$ cat config.mk
export PLATFORM = sky130hd
export DESIGN_NAME = lease_lock_arbiter_core
export DESIGN_NICKNAME = d
export VERILOG_FILES = /design/src/rtl/core/lla_pkg.sv /design/src/rtl/core/lla_in_stage.sv /design/src/rtl/core/lla_engine.sv /design/src/rtl/core/lla_out_stage.sv /design/src/rtl/core/lease_lock_arbiter_core.sv
export SDC_FILE = /design/constraint.sdc
export NUM_CORES = 1
export LEC_CHECK = 0
export BUFFER_PORTS_ARGS = -buffer_cell sky130_fd_sc_hd__buf_4
export CAP_MARGIN = 20
export CORE_MARGIN = 1.5
export CORE_UTILIZATION = 45
export CTS_CLUSTER_SIZE = 25
export DETAILED_ROUTE_END_ITERATION = 6
export GPL_TIMING_DRIVEN = 0
export PLACE_DENSITY_LB_ADDON = 0.12
export SKIP_LAST_GASP = 1
export SLEW_MARGIN = 10
export SYNTH_ARGS = -nofsm -noshare
export SYNTH_HDL_FRONTEND = slang
export SYNTH_SLANG_ARGS = --single-unit
$ cat constraint.sdc
create_clock -name clk -period 7.1 [get_ports clk]
set_input_delay 1.065 -clock clk [delete_from_list [all_inputs] [get_ports clk]]
set_output_delay 1.065 -clock clk [all_outputs]
set_load 0.01 [all_outputs]
$ cat src/rtl/core/lla_pkg.sv
// Shared types and constants for the lease lock arbiter core.
// Holds command, result and counter codes, the item and result structs, and owner checks.
// No dependencies.
package lla_pkg;

    // Command codes
    localparam logic [3:0] CMD_RESET        = 4'd0;
    localparam logic [3:0] CMD_REQUEST      = 4'd1;
    localparam logic [3:0] CMD_RELEASE      = 4'd2;
    localparam logic [3:0] CMD_FORCE_CLEAR  = 4'd3;
    localparam logic [3:0] CMD_MODE_CHANGE  = 4'd4;
    localparam logic [3:0] CMD_REQ_INHIBIT  = 4'd5;
    localparam logic [3:0] CMD_REL_INHIBIT  = 4'd6;
    localparam logic [3:0] CMD_CLR_INHIBIT  = 4'd7;
    localparam logic [3:0] CMD_READ_COUNTER = 4'd8;

    // Result codes
    localparam logic [3:0] RES_GRANTED   = 4'd0;
    localparam logic [3:0] RES_ALREADY   = 4'd1;
    localparam logic [3:0] RES_RELEASED  = 4'd2;
    localparam logic [3:0] RES_BUSY      = 4'd3;
    localparam logic [3:0] RES_INHIBITED = 4'd4;
    localparam logic [3:0] RES_MODE      = 4'd5;
    localparam logic [3:0] RES_UNKNOWN   = 4'd6;
    localparam logic [3:0] RES_NOT_OWNER = 4'd7;
    localparam logic [3:0] RES_STALE     = 4'd8;
    localparam logic [3:0] RES_NOT_HELD  = 4'd9;
    localparam logic [3:0] RES_NONE      = 4'd10;

    // Event counter indexes
    localparam logic [2:0] CNT_GRANTS     = 3'd0;
    localparam logic [2:0] CNT_ALREADY    = 3'd1;
    localparam logic [2:0] CNT_RELEASES   = 3'd2;
    localparam logic [2:0] CNT_REJECTIONS = 3'd3;
    localparam logic [2:0] CNT_STALE      = 3'd4;
    localparam logic [2:0] CNT_INH_REJ    = 3'd5;
    localparam logic [2:0] CNT_FORCE      = 3'd6;
    localparam logic [2:0] CNT_INH_GRANTS = 3'd7;
    localparam int         NUM_COUNTERS   = 8;

    // Owner codes and limits
    localparam logic [2:0] OWNER_NONE   = 3'd0;
    localparam logic [2:0] MOTION_OWNER = 3'd5;
    localparam logic [3:0] OWNER_COUNT  = 4'd6;

    localparam logic       MODE_MAINT         = 1'b0;
    localparam logic [2:0] INHIBIT_FW_UPDATE  = 3'd1;
    localparam logic [2:0] CLEAR_MODE_CHANGED = 3'd3;

    localparam int ITEM_BITS   = 56;
    localparam int RESULT_BITS = 88;

    // Input item, first field in the low bits
    typedef struct packed {
        logic [6:0]  pad;
        logic [2:0]  counter_index;
        logic [2:0]  reason_code;
        logic [31:0] lease_generation;
        logic [2:0]  lease_owner;
        logic        mode;
        logic [2:0]  owner_code;
        logic [3:0]  command;
    } item_t;

    // Result item, first field in the low bits
    typedef struct packed {
        logic [4:0]  pad;
        logic [31:0] counter_value;
        logic [3:0]  last_outcome;
        logic [2:0]  last_clear;
        logic        inhibit_cause;
        logic        inhibit_active;
        logic [2:0]  current_owner;
        logic [31:0] granted_generation;
        logic [2:0]  granted_owner;
        logic [3:0]  result_code;
    } result_t;

    function automatic logic owner_known(input logic [2:0] owner);
        owner_known = (owner != OWNER_NONE) && ({1'b0, owner} < OWNER_COUNT);
    endfunction

    function automatic logic mode_fits(input logic mode, input logic [2:0] owner);
        logic fits;
        if ({1'b0, owner} >= OWNER_COUNT)
        begin
            fits = 1'b0;
        end
        else if (owner == OWNER_NONE)
        begin
            fits = 1'b1;
        end
        else if (mode == MODE_MAINT)
        begin
            fits = (owner != MOTION_OWNER);
        end
        else
        begin
            fits = (owner == MOTION_OWNER);
        end
        mode_fits = fits;
    endfunction

endpackage

$ cat src/rtl/core/lla_in_stage.sv
// Input register of the lease lock arbiter core.
// Captures one command item per transfer; depends on lla_pkg.
module lla_in_stage
(
    input  logic                         clk,
    input  logic                         rst_n,
    input  logic                         s_tvalid,
    output logic                         s_tready,
    input  logic [lla_pkg::ITEM_BITS-1:0] s_tdata,
    input  logic                         advance,
    output logic                         item_valid,
    output lla_pkg::item_t               item
);
    import lla_pkg::*;

    logic  valid_reg;
    logic  valid_next;
    item_t item_reg;
    logic  take;

    assign s_tready = !valid_reg || advance;
    assign take     = s_tvalid && s_tready;

    always_comb
    begin
        valid_next = valid_reg;
        if (take)
        begin
            valid_next = 1'b1;
        end
        else if (advance)
        begin
            valid_next = 1'b0;
        end
    end

    always_ff @(posedge clk or negedge rst_n)
    begin
        if (!rst_n)
        begin
            valid_reg <= 1'b0;
        end
        else
        begin
            valid_reg <= valid_next;
        end
    end

    always_ff @(posedge clk)
    begin
        if (take)
        begin
            item_reg <= item_t'(s_tdata);
        end
    end

    assign item_valid = valid_reg;
    assign item       = item_reg;

endmodule

$ cat src/rtl/core/lla_engine.sv
// Arbitration state and command evaluation for the lease lock arbiter core.
// Holds owner, generation, inhibit, history and event counters; depends on lla_pkg.
module lla_engine #(
    parameter int GEN_WIDTH   = 32,
    parameter int COUNT_WIDTH = 32
)
(
    input  logic             clk,
    input  logic             rst_n,
    input  logic             fire,
    input  lla_pkg::item_t   item,
    output lla_pkg::result_t result
);
    import lla_pkg::*;

    localparam int GW = (GEN_WIDTH > 32) ? GEN_WIDTH : 32;
    localparam int KW = (COUNT_WIDTH > 32) ? COUNT_WIDTH : 32;

    logic [2:0]           owner_reg,          owner_next;
    logic [GEN_WIDTH-1:0] generation_reg,     generation_next;
    logic [GEN_WIDTH-1:0] inhibit_gen_reg,    inhibit_gen_next;
    logic                 inhibit_reason_reg, inhibit_reason_next;
    logic [2:0]           last_clear_reg,     last_clear_next;
    logic [3:0]           last_result_reg,    last_result_next;
    logic [COUNT_WIDTH-1:0] counters_reg [NUM_COUNTERS];

    logic [NUM_COUNTERS-1:0] cnt_inc;
    logic                    cnt_clear;
    logic                    rec;
    logic [3:0]              res;
    logic [2:0]              g_owner;
    logic [GEN_WIDTH-1:0]    g_gen;
    logic [COUNT_WIDTH-1:0]  cval;

    logic [GEN_WIDTH-1:0] gen_inc;
    logic [GEN_WIDTH-1:0] gen_step;
    logic                 inhibit_on;
    logic [GW-1:0]        lgen_ext;
    logic [GW-1:0]        gen_ext;
    logic [GW-1:0]        inh_ext;
    logic [GW-1:0]        g_gen_ext;
    logic [KW-1:0]        cval_ext;

    // Next generation wraps and skips zero
    assign gen_inc    = generation_reg + 1'b1;
    assign gen_step   = (gen_inc == '0) ? GEN_WIDTH'(1) : gen_inc;
    assign inhibit_on = (inhibit_gen_reg != '0);
    assign lgen_ext   = GW'(item.lease_generation);
    assign gen_ext    = GW'(generation_reg);
    assign inh_ext    = GW'(inhibit_gen_reg);

    always_comb
    begin
        owner_next          = owner_reg;
        generation_next     = generation_reg;
        inhibit_gen_next    = inhibit_gen_reg;
        inhibit_reason_next = inhibit_reason_reg;
        last_clear_next     = last_clear_reg;
        last_result_next    = last_result_reg;
        cnt_inc             = '0;
        cnt_clear           = 1'b0;
        rec                 = 1'b0;
        res                 = RES_NONE;
        g_owner             = OWNER_NONE;
        g_gen               = '0;
        cval                = '0;

        case (item.command)
            CMD_RESET:
            begin
                owner_next          = OWNER_NONE;
                generation_next     = '0;
                inhibit_gen_next    = '0;
                inhibit_reason_next = 1'b0;
                last_clear_next     = item.reason_code;
                last_result_next    = RES_RELEASED;
                cnt_clear           = 1'b1;
            end
            CMD_REQUEST:
            begin
                rec = 1'b1;
                if (!owner_known(item.owner_code))
                begin
                    res = RES_UNKNOWN;
                end
                else if (inhibit_on)
                begin
                    cnt_inc[CNT_INH_REJ] = 1'b1;
                    res = RES_INHIBITED;
                end
                else if (!mode_fits(item.mode, item.owner_code))
                begin
                    res = RES_MODE;
                end
                else if (owner_reg == item.owner_code)
                begin
                    res = RES_ALREADY;
                end
                else if (owner_reg != OWNER_NONE)
                begin
                    res = RES_BUSY;
                end
                else
                begin
                    owner_next      = item.owner_code;
                    g_owner         = item.owner_code;
                    generation_next = gen_step;
                    g_gen           = gen_step;
                    res             = RES_GRANTED;
                end
            end
            CMD_RELEASE:
            begin
                rec = 1'b1;
                if (owner_reg == OWNER_NONE)
                begin
                    res = RES_NOT_HELD;
                end
                else if (item.lease_owner != owner_reg)
                begin
                    res = RES_NOT_OWNER;
                end
                else if (lgen_ext != gen_ext)
                begin
                    res = RES_STALE;
                end
                else
                begin
                    owner_next = OWNER_NONE;
                    res        = RES_RELEASED;
                end
            end
            CMD_FORCE_CLEAR:
            begin
                last_clear_next = item.reason_code;
                if (owner_reg != OWNER_NONE)
                begin
                    owner_next         = OWNER_NONE;
                    cnt_inc[CNT_FORCE] = 1'b1;
                    last_result_next   = RES_RELEASED;
                end
            end
            CMD_MODE_CHANGE:
            begin
                // Drop an owner that does not fit the new mode
                if (owner_reg != OWNER_NONE && !mode_fits(item.mode, owner_reg))
                begin
                    last_clear_next    = CLEAR_MODE_CHANGED;
                    owner_next         = OWNER_NONE;
                    cnt_inc[CNT_FORCE] = 1'b1;
                    last_result_next   = RES_RELEASED;
                end
            end
            CMD_REQ_INHIBIT:
            begin
                rec = 1'b1;
                if (item.reason_code != INHIBIT_FW_UPDATE)
                begin
                    cnt_inc[CNT_INH_REJ] = 1'b1;
                    res = RES_UNKNOWN;
                end
                else if (inhibit_on)
                begin
                    cnt_inc[CNT_INH_REJ] = 1'b1;
                    res = RES_INHIBITED;
                end
                else if (owner_reg != OWNER_NONE)
                begin
                    cnt_inc[CNT_INH_REJ] = 1'b1;
                    res = RES_BUSY;
                end
                else
                begin
                    generation_next         = gen_step;
                    inhibit_gen_next        = gen_step;
                    inhibit_reason_next     = 1'b1;
                    cnt_inc[CNT_INH_GRANTS] = 1'b1;
                    g_gen                   = gen_step;
                    res                     = RES_GRANTED;
                end
            end
            CMD_REL_INHIBIT:
            begin
                rec = 1'b1;
                if (!inhibit_on)
                begin
                    res = RES_NOT_HELD;
                end
                else if (lgen_ext != inh_ext)
                begin
                    res = RES_STALE;
                end
                else
                begin
                    inhibit_gen_next    = '0;
                    inhibit_reason_next = 1'b0;
                    res                 = RES_RELEASED;
                end
            end
            CMD_CLR_INHIBIT:
            begin
                if (inhibit_on)
                begin
                    inhibit_gen_next    = '0;
                    inhibit_reason_next = 1'b0;
                    cnt_inc[CNT_FORCE]  = 1'b1;
                end
            end
            CMD_READ_COUNTER:
            begin
                cval = counters_reg[item.counter_index];
            end
            default:
            begin
            end
        endcase

        // Record the outcome and count it
        if (rec)
        begin
            last_result_next = res;
            case (res)
                RES_GRANTED:  cnt_inc[CNT_GRANTS]   = 1'b1;
                RES_ALREADY:  cnt_inc[CNT_ALREADY]  = 1'b1;
                RES_RELEASED: cnt_inc[CNT_RELEASES] = 1'b1;
                default:
                begin
                    cnt_inc[CNT_REJECTIONS] = 1'b1;
                    if (res == RES_STALE)
                    begin
                        cnt_inc[CNT_STALE] = 1'b1;
                    end
                end
            endcase
        end
    end

    assign g_gen_ext = GW'(g_gen);
    assign cval_ext  = KW'(cval);

    always_comb
    begin
        result                    = '0;
        result.result_code        = res;
        result.granted_owner      = g_owner;
        result.granted_generation = g_gen_ext[31:0];
        result.current_owner      = owner_next;
        result.inhibit_active     = (inhibit_gen_next != '0);
        result.inhibit_cause      = inhibit_reason_next;
        result.last_clear         = last_clear_next;
        result.last_outcome       = last_result_next;
        result.counter_value      = cval_ext[31:0];
    end

    always_ff @(posedge clk or negedge rst_n)
    begin
        if (!rst_n)
        begin
            owner_reg          <= OWNER_NONE;
            generation_reg     <= '0;
            inhibit_gen_reg    <= '0;
            inhibit_reason_reg <= 1'b0;
            last_clear_reg     <= '0;
            last_result_reg    <= RES_RELEASED;
            for (int i = 0; i < NUM_COUNTERS; i++)
            begin
                counters_reg[i] <= '0;
            end
        end
        else if (fire)
        begin
            owner_reg          <= owner_next;
            generation_reg     <= generation_next;
            inhibit_gen_reg    <= inhibit_gen_next;
            inhibit_reason_reg <= inhibit_reason_next;
            last_clear_reg     <= last_clear_next;
            last_result_reg    <= last_result_next;
            for (int i = 0; i < NUM_COUNTERS; i++)
            begin
                if (cnt_clear)
                begin
                    counters_reg[i] <= '0;
                end
                else if (cnt_inc[i])
                begin
                    counters_reg[i] <= counters_reg[i] + 1'b1;
                end
            end
        end
    end

endmodule

$ cat src/rtl/core/lla_out_stage.sv
// Result register of the lease lock arbiter core.
// Holds one result until the downstream transfer; depends on lla_pkg.
module lla_out_stage
(
    input  logic                           clk,
    input  logic                           rst_n,
    input  logic                           load,
    input  lla_pkg::result_t               result,
    output logic                           space,
    output logic                           m_tvalid,
    input  logic                           m_tready,
    output logic [lla_pkg::RESULT_BITS-1:0] m_tdata
);
    import lla_pkg::*;

    logic    valid_reg;
    logic    valid_next;
    result_t data_reg;

    assign space = !valid_reg || m_tready;

    always_comb
    begin
        valid_next = valid_reg;
        if (load)
        begin
            valid_next = 1'b1;
        end
        else if (m_tready)
        begin
            valid_next = 1'b0;
        end
    end

    always_ff @(posedge clk or negedge rst_n)
    begin
        if (!rst_n)
        begin
            valid_reg <= 1'b0;
        end
        else
        begin
            valid_reg <= valid_next;
        end
    end

    always_ff @(posedge clk)
    begin
        if (load)
        begin
            data_reg <= result;
        end
    end

    assign m_tvalid = valid_reg;
    assign m_tdata  = RESULT_BITS'(data_reg);

endmodule

$ cat src/rtl/core/lease_lock_arbiter_core.sv
// Lease lock arbiter core: exclusive ownership with generation-numbered leases.
// Input register, command evaluation against the held state, result register.
// Uses the input stream one command per transfer and returns one result per command.
// A command accepted into the input register is evaluated there and its result is loaded
// into the result register, for m_tdata, once the result register is free.
// Throughput: one command per cycle while m_tready is high; the state update for one command
// is one pass through the evaluation logic between the input and result registers.
// Backpressure: while m_tready is low the result holds; the input register still
// takes one more command, after which s_tready drops until the result is taken.
// Reset (rst_n low): owner none, generation and inhibit zero, last clear zero,
// last outcome released, all event counters zero; both registers empty.
// A reset command clears the same state and records its reason as the last clear.
// Generations wrap at GEN_WIDTH bits and skip zero; event counters wrap at
// COUNT_WIDTH bits and show their low 32 bits on read.
module lease_lock_arbiter_core #(
    parameter int GEN_WIDTH   = 32,
    parameter int COUNT_WIDTH = 32
)
(
    input  logic                             clk,
    input  logic                             rst_n,
    input  logic                             s_tvalid,
    output logic                             s_tready,
    // command, owner_code, mode, lease_owner, lease_generation, reason_code,
    // counter_index, zero pad
    input  logic [lla_pkg::ITEM_BITS-1:0]   s_tdata,
    output logic                             m_tvalid,
    input  logic                             m_tready,
    // result_code, granted_owner, granted_generation, current_owner, inhibit_active,
    // inhibit_cause, last_clear, last_outcome, counter_value, zero pad
    output logic [lla_pkg::RESULT_BITS-1:0] m_tdata
);
    import lla_pkg::*;

    item_t   item;
    logic    item_valid;
    result_t result;
    logic    space;
    logic    advance;

    // Move the held command into the result register when it has room
    assign advance = item_valid && space;

    lla_in_stage u_in_stage
    (
        .clk        (clk),
        .rst_n      (rst_n),
        .s_tvalid   (s_tvalid),
        .s_tready   (s_tready),
        .s_tdata    (s_tdata),
        .advance    (advance),
        .item_valid (item_valid),
        .item       (item)
    );

    lla_engine #(
        .GEN_WIDTH   (GEN_WIDTH),
        .COUNT_WIDTH (COUNT_WIDTH)
    ) u_engine
    (
        .clk    (clk),
        .rst_n  (rst_n),
        .fire   (advance),
        .item   (item),
        .result (result)
    );

    lla_out_stage u_out_stage
    (
        .clk      (clk),
        .rst_n    (rst_n),
        .load     (advance),
        .result   (result),
        .space    (space),
        .m_tvalid (m_tvalid),
        .m_tready (m_tready),
        .m_tdata  (m_tdata)
    );

endmodule

==> key figures <==
Cells and area
  • Area growth syn-to-layout: 16.0%
  • Post-route insts no fill: 3458
  • Area of the multi-input gates: ~12000 µm²
  • Layout Utilization: a little over half
  • # diodes: 0
  • Nets@finish: between 2000 and 3000
  • Final instance area: 29000 µm²
  • Storage element area: approximately 12000 µm²
  • Max reg flops: between 200 and 300
  • # fillers: 4911
  • Share of cells above drive strength 1: around 13%

Floorplan
  • Core area: 55000 µm²
  • Chip height: approximately 240 µm
  • Initial Util: a little under half
  • FP Rows: 86
  • I/O Pins: 150
  • Die W: 239 µm
  • Die area: 56900 µm²

Logic synthesis
  • Post-synthesis adder-cell area fraction: less than 1%
  • Most used DFF post-synth: dfrtp_1
  • Synth area leaders: dfrtp_1, edfxtp_1, mux4_2
  • Synthesized area: 25000 µm²
  • Synth Area per Inst: a little over 10 µm²
  • Synth Area in XOR/XNOR: slightly below 8%
  • Number of distinct library cells after synthesis: around 80
  • Share of the synthesized area in the top cell type: around a third
  • Compound-Gate Fraction of Synth Area: about a tenth
  • Post-synth top area cell: dfrtp_1
  • Mux contribution to synthesized area: approximately 7.6%
  • Synth top cells by count: dfrtp_1, nor2_1, nand2_1
  • Synth async-reset ratio: between 70 and 80%
  • Synthesis Warnings: 0
  • Synth Area in Simple Gates: a little over a fifth
  • Synthesized instance count: approximately 2500
  • Post-synthesis sequential area ratio: about half
  • Top-count cell post-synth: dfrtp_1
  • Main combinational cell family by area after synthesis: simple AND/OR/NAND/NOR gates
  • FF+latch count, synth: roughly 470
  • Number of enable flip-flop cells after synthesis: 132

Setup path
  • Worst setup EP type: flop
  • Crit-path most repeated cell: clkbuf_1
  • Worst Reg-to-Reg Cells: 12
  • Slowest cell on crit path: nor4_1
  • CP bufs+invs: 4
  • Max stage delay on crit path: between 700 and 800 ps
  • Crit-path max FO: 10
  • CP delay by family, top: simple AND/OR/NAND/NOR gates
  • Critical Path Start: u_in_stage.item[12]$_DFFE_PP_
  • R2R setup slack: 2110 ps
  • WP data required: roughly 7600 ps
  • Critical path type: flop to flop
  • Critical path, cell by cell: xnor2_1 > nand4_1 > nor4_1 > a31oi_1 > nor3_1 > clkbuf_2 > clkbuf_1 > nand4_1 > clkbuf_1 > clkbuf_1 > o31ai_1 > a21oi_1
  • Critical path launch point type: flop
  • RR Startpoint: u_in_stage.item[12]$_DFFE_PP_
  • Crit Reg-Reg Endpoint: u_engine.counters_reg[249]$_DFFE_PN0P_
  • Arr. time, crit path: 5460 ps

Placed design
  • Area post-placement: roughly 27000 µm²
  • HPWL Detailed: roughly 61000 µm
  • DP Cell Count: approximately 3400
  • Gpl congestion: between 0.9 and 1
  • Port Buffers: approximately 140
  • Pre-CTS setup slack: ~2000 ps

Detailed routing
  • First-pass iteration count of the detailed router: 7
  • Vias/cell: just over 6
  • DRC Markers: 1
  • Post-route ant nets: 0
  • Via Count: ~21000
  • Starting DRT DRC Count: around 2200
  • DR WL/cell: approximately 24 µm
  • Routed WL: 82200 µm

Global route
  • First-pass GRT wire length: 125000 µm
  • Largest net degree at the start of global routing: between 100 and 150
  • Global route overflow: 0
  • Initial antenna violation count: 0
  • Vias in the first global route: 20100
  • Total Routing Usage GR: between 20% and 30%

Timing
  • Post-route setup TNS: 0 ps
  • Post-layout min period: ~5000 ps
  • Endpoints failing setup: 0
  • Slew HR: approximately 22%
  • Clock Skews: 16.2 ps
  • Max Slew Vio Count: 0
  • Final WS setup: 2110 ps
  • Maximum clock frequency: 200 MHz
  • RSZ-0062 raised after global routing: false
  • Fin. Hold Viols: 0
  • Worst-margin pin slew: 1160 ps
  • Fin crit share: roughly 70%

Clock tree
  • CTS sink count: between 400 and 500
  • Worst-path clk slew: roughly 60 ps
  • CTS Buffer Depth: 3
  • Hold buffer count at cts: 0
  • Setup Fix Bufs, Post-CTS: 0
  • Worst-Skew Late Latency: between 600 and 700 ps
  • CTS tree: built
  • Clock buffer count from CTS: 52
  • CTS H-tree depth: 2
  • Post-CTS sizing: 0
  • Root buf cell: clkbuf_16

Outcome
  • Failing checks: design-rule violations
  • Outcome: finished, violations left

Power and ir drop
  • Internal Power: ~5.0 mW
  • Leakage dissipation: roughly 12 nW
  • Switching Share: approximately 26%
  • Worst VDD drop: ~0.19 mV
  • Register share of total power: roughly 46%
  • Part of the power in combinational logic: 10.2%
  • Sw Pwr: 1.70 mW
  • Clk pwr share: between 40% and 50%
  • Power Density: about 230 nW/µm²

Run
  • Max_cap viols: 0

Hold path
  • Tightest Hold Check Type: input port to asynchronous set/reset pin
==> power by group through the flow <==
stage	Sequential (mW)	Combinational, mW	Clock, mW
after CTS	3.04	0.680	2.98
after global placement	3.09	0.652	0
final	3.04	0.679	2.93
after global routing	3.06	0.745	3.09
after detailed placement	3.09	0.676	0
after floorplan	3.07	0.383	0
==> through the flow <==
step	total power [mW]	hold WS, ps
after global routing	6.89	321
after floorplan	3.45	446
after CTS	6.70	320
after global placement	3.75	462
final	6.65	324
after detailed placement	3.77	490
==> final cells by class <==
| class | instances | share of cell area [%] |
|---|---|---|
| Tap cell | 748 | 3.23 |
| Timing Repair Buffer | 147 | 4.05 |
| Multi-Input combinational cell | 1792 | 41.0 |
| Clock buffer | 75 | 5.26 |
| Clock inverter | 23 | 1.12 |
| Inverter | 55 | 0.713 |
| Sequential cell | 465 | 42.5 |
| Buffer | 153 | 2.19 |
==> how the worst max path moves through the flow <==
stage / end / cells past startpoint
floorplan: u_engine.last_result_reg[0]$_DFFE_PN0P_ / 5
detailed placement: u_engine.counters_reg[249]$_DFFE_PN0P_ / 11
finish: u_engine.counters_reg[249]$_DFFE_PN0P_ / 12
global placement: u_engine.last_result_reg[1]$_DFFE_PN1P_ / 6
CTS: u_engine.counters_reg[249]$_DFFE_PN0P_ / 11
global route: u_engine.counters_reg[231]$_DFFE_PN0P_ / 12
==> logic make-up after synthesis <==
| logic type | after synthesis |
|---|---|
| simple gates | 1055 |
| mux | 109 |
| compound gates | 392 |
| other cells | 1 |
| flops | 465 |
| buf+inv | 208 |
| xor+xnor | 222 |
| fa+ha+maj | 9 |
==> per-layer routing <==
layer  vias to the layer above  track usage (%)  part of all wire [%]
li1                       9461                -                     -
met1                     10300             41.2                    43
met2                       940             44.5                    45
met3                       196             4.41                   7.5
met4                         0             12.6                   4.6
met5                         -                0                     0
==> cells in the final DEF (no fill, tap or decap), types with 12 or more instances in the layout <==
cell type	count
mux2i_1	40
or4_1	59
edfxtp_1	132
clkbuf_1	134
and2_1	27
xnor2_1	103
xor2_1	119
mux4_2	64
nand4_1	101
nor2_1	268
o21ai_0	122
nand3_1	132
o31ai_1	71
nor4_1	47
dfrtp_1	332
buf_1	17
and3_1	48
or3_1	62
clkinv_2	12
nor3_1	31
o211ai_1	12
buf_4	142
and4_1	25
clkbuf_16	56
inv_1	53
nand2_1	197
a21oi_1	116
Note: power is estimated with default switching activity, not from simulation.
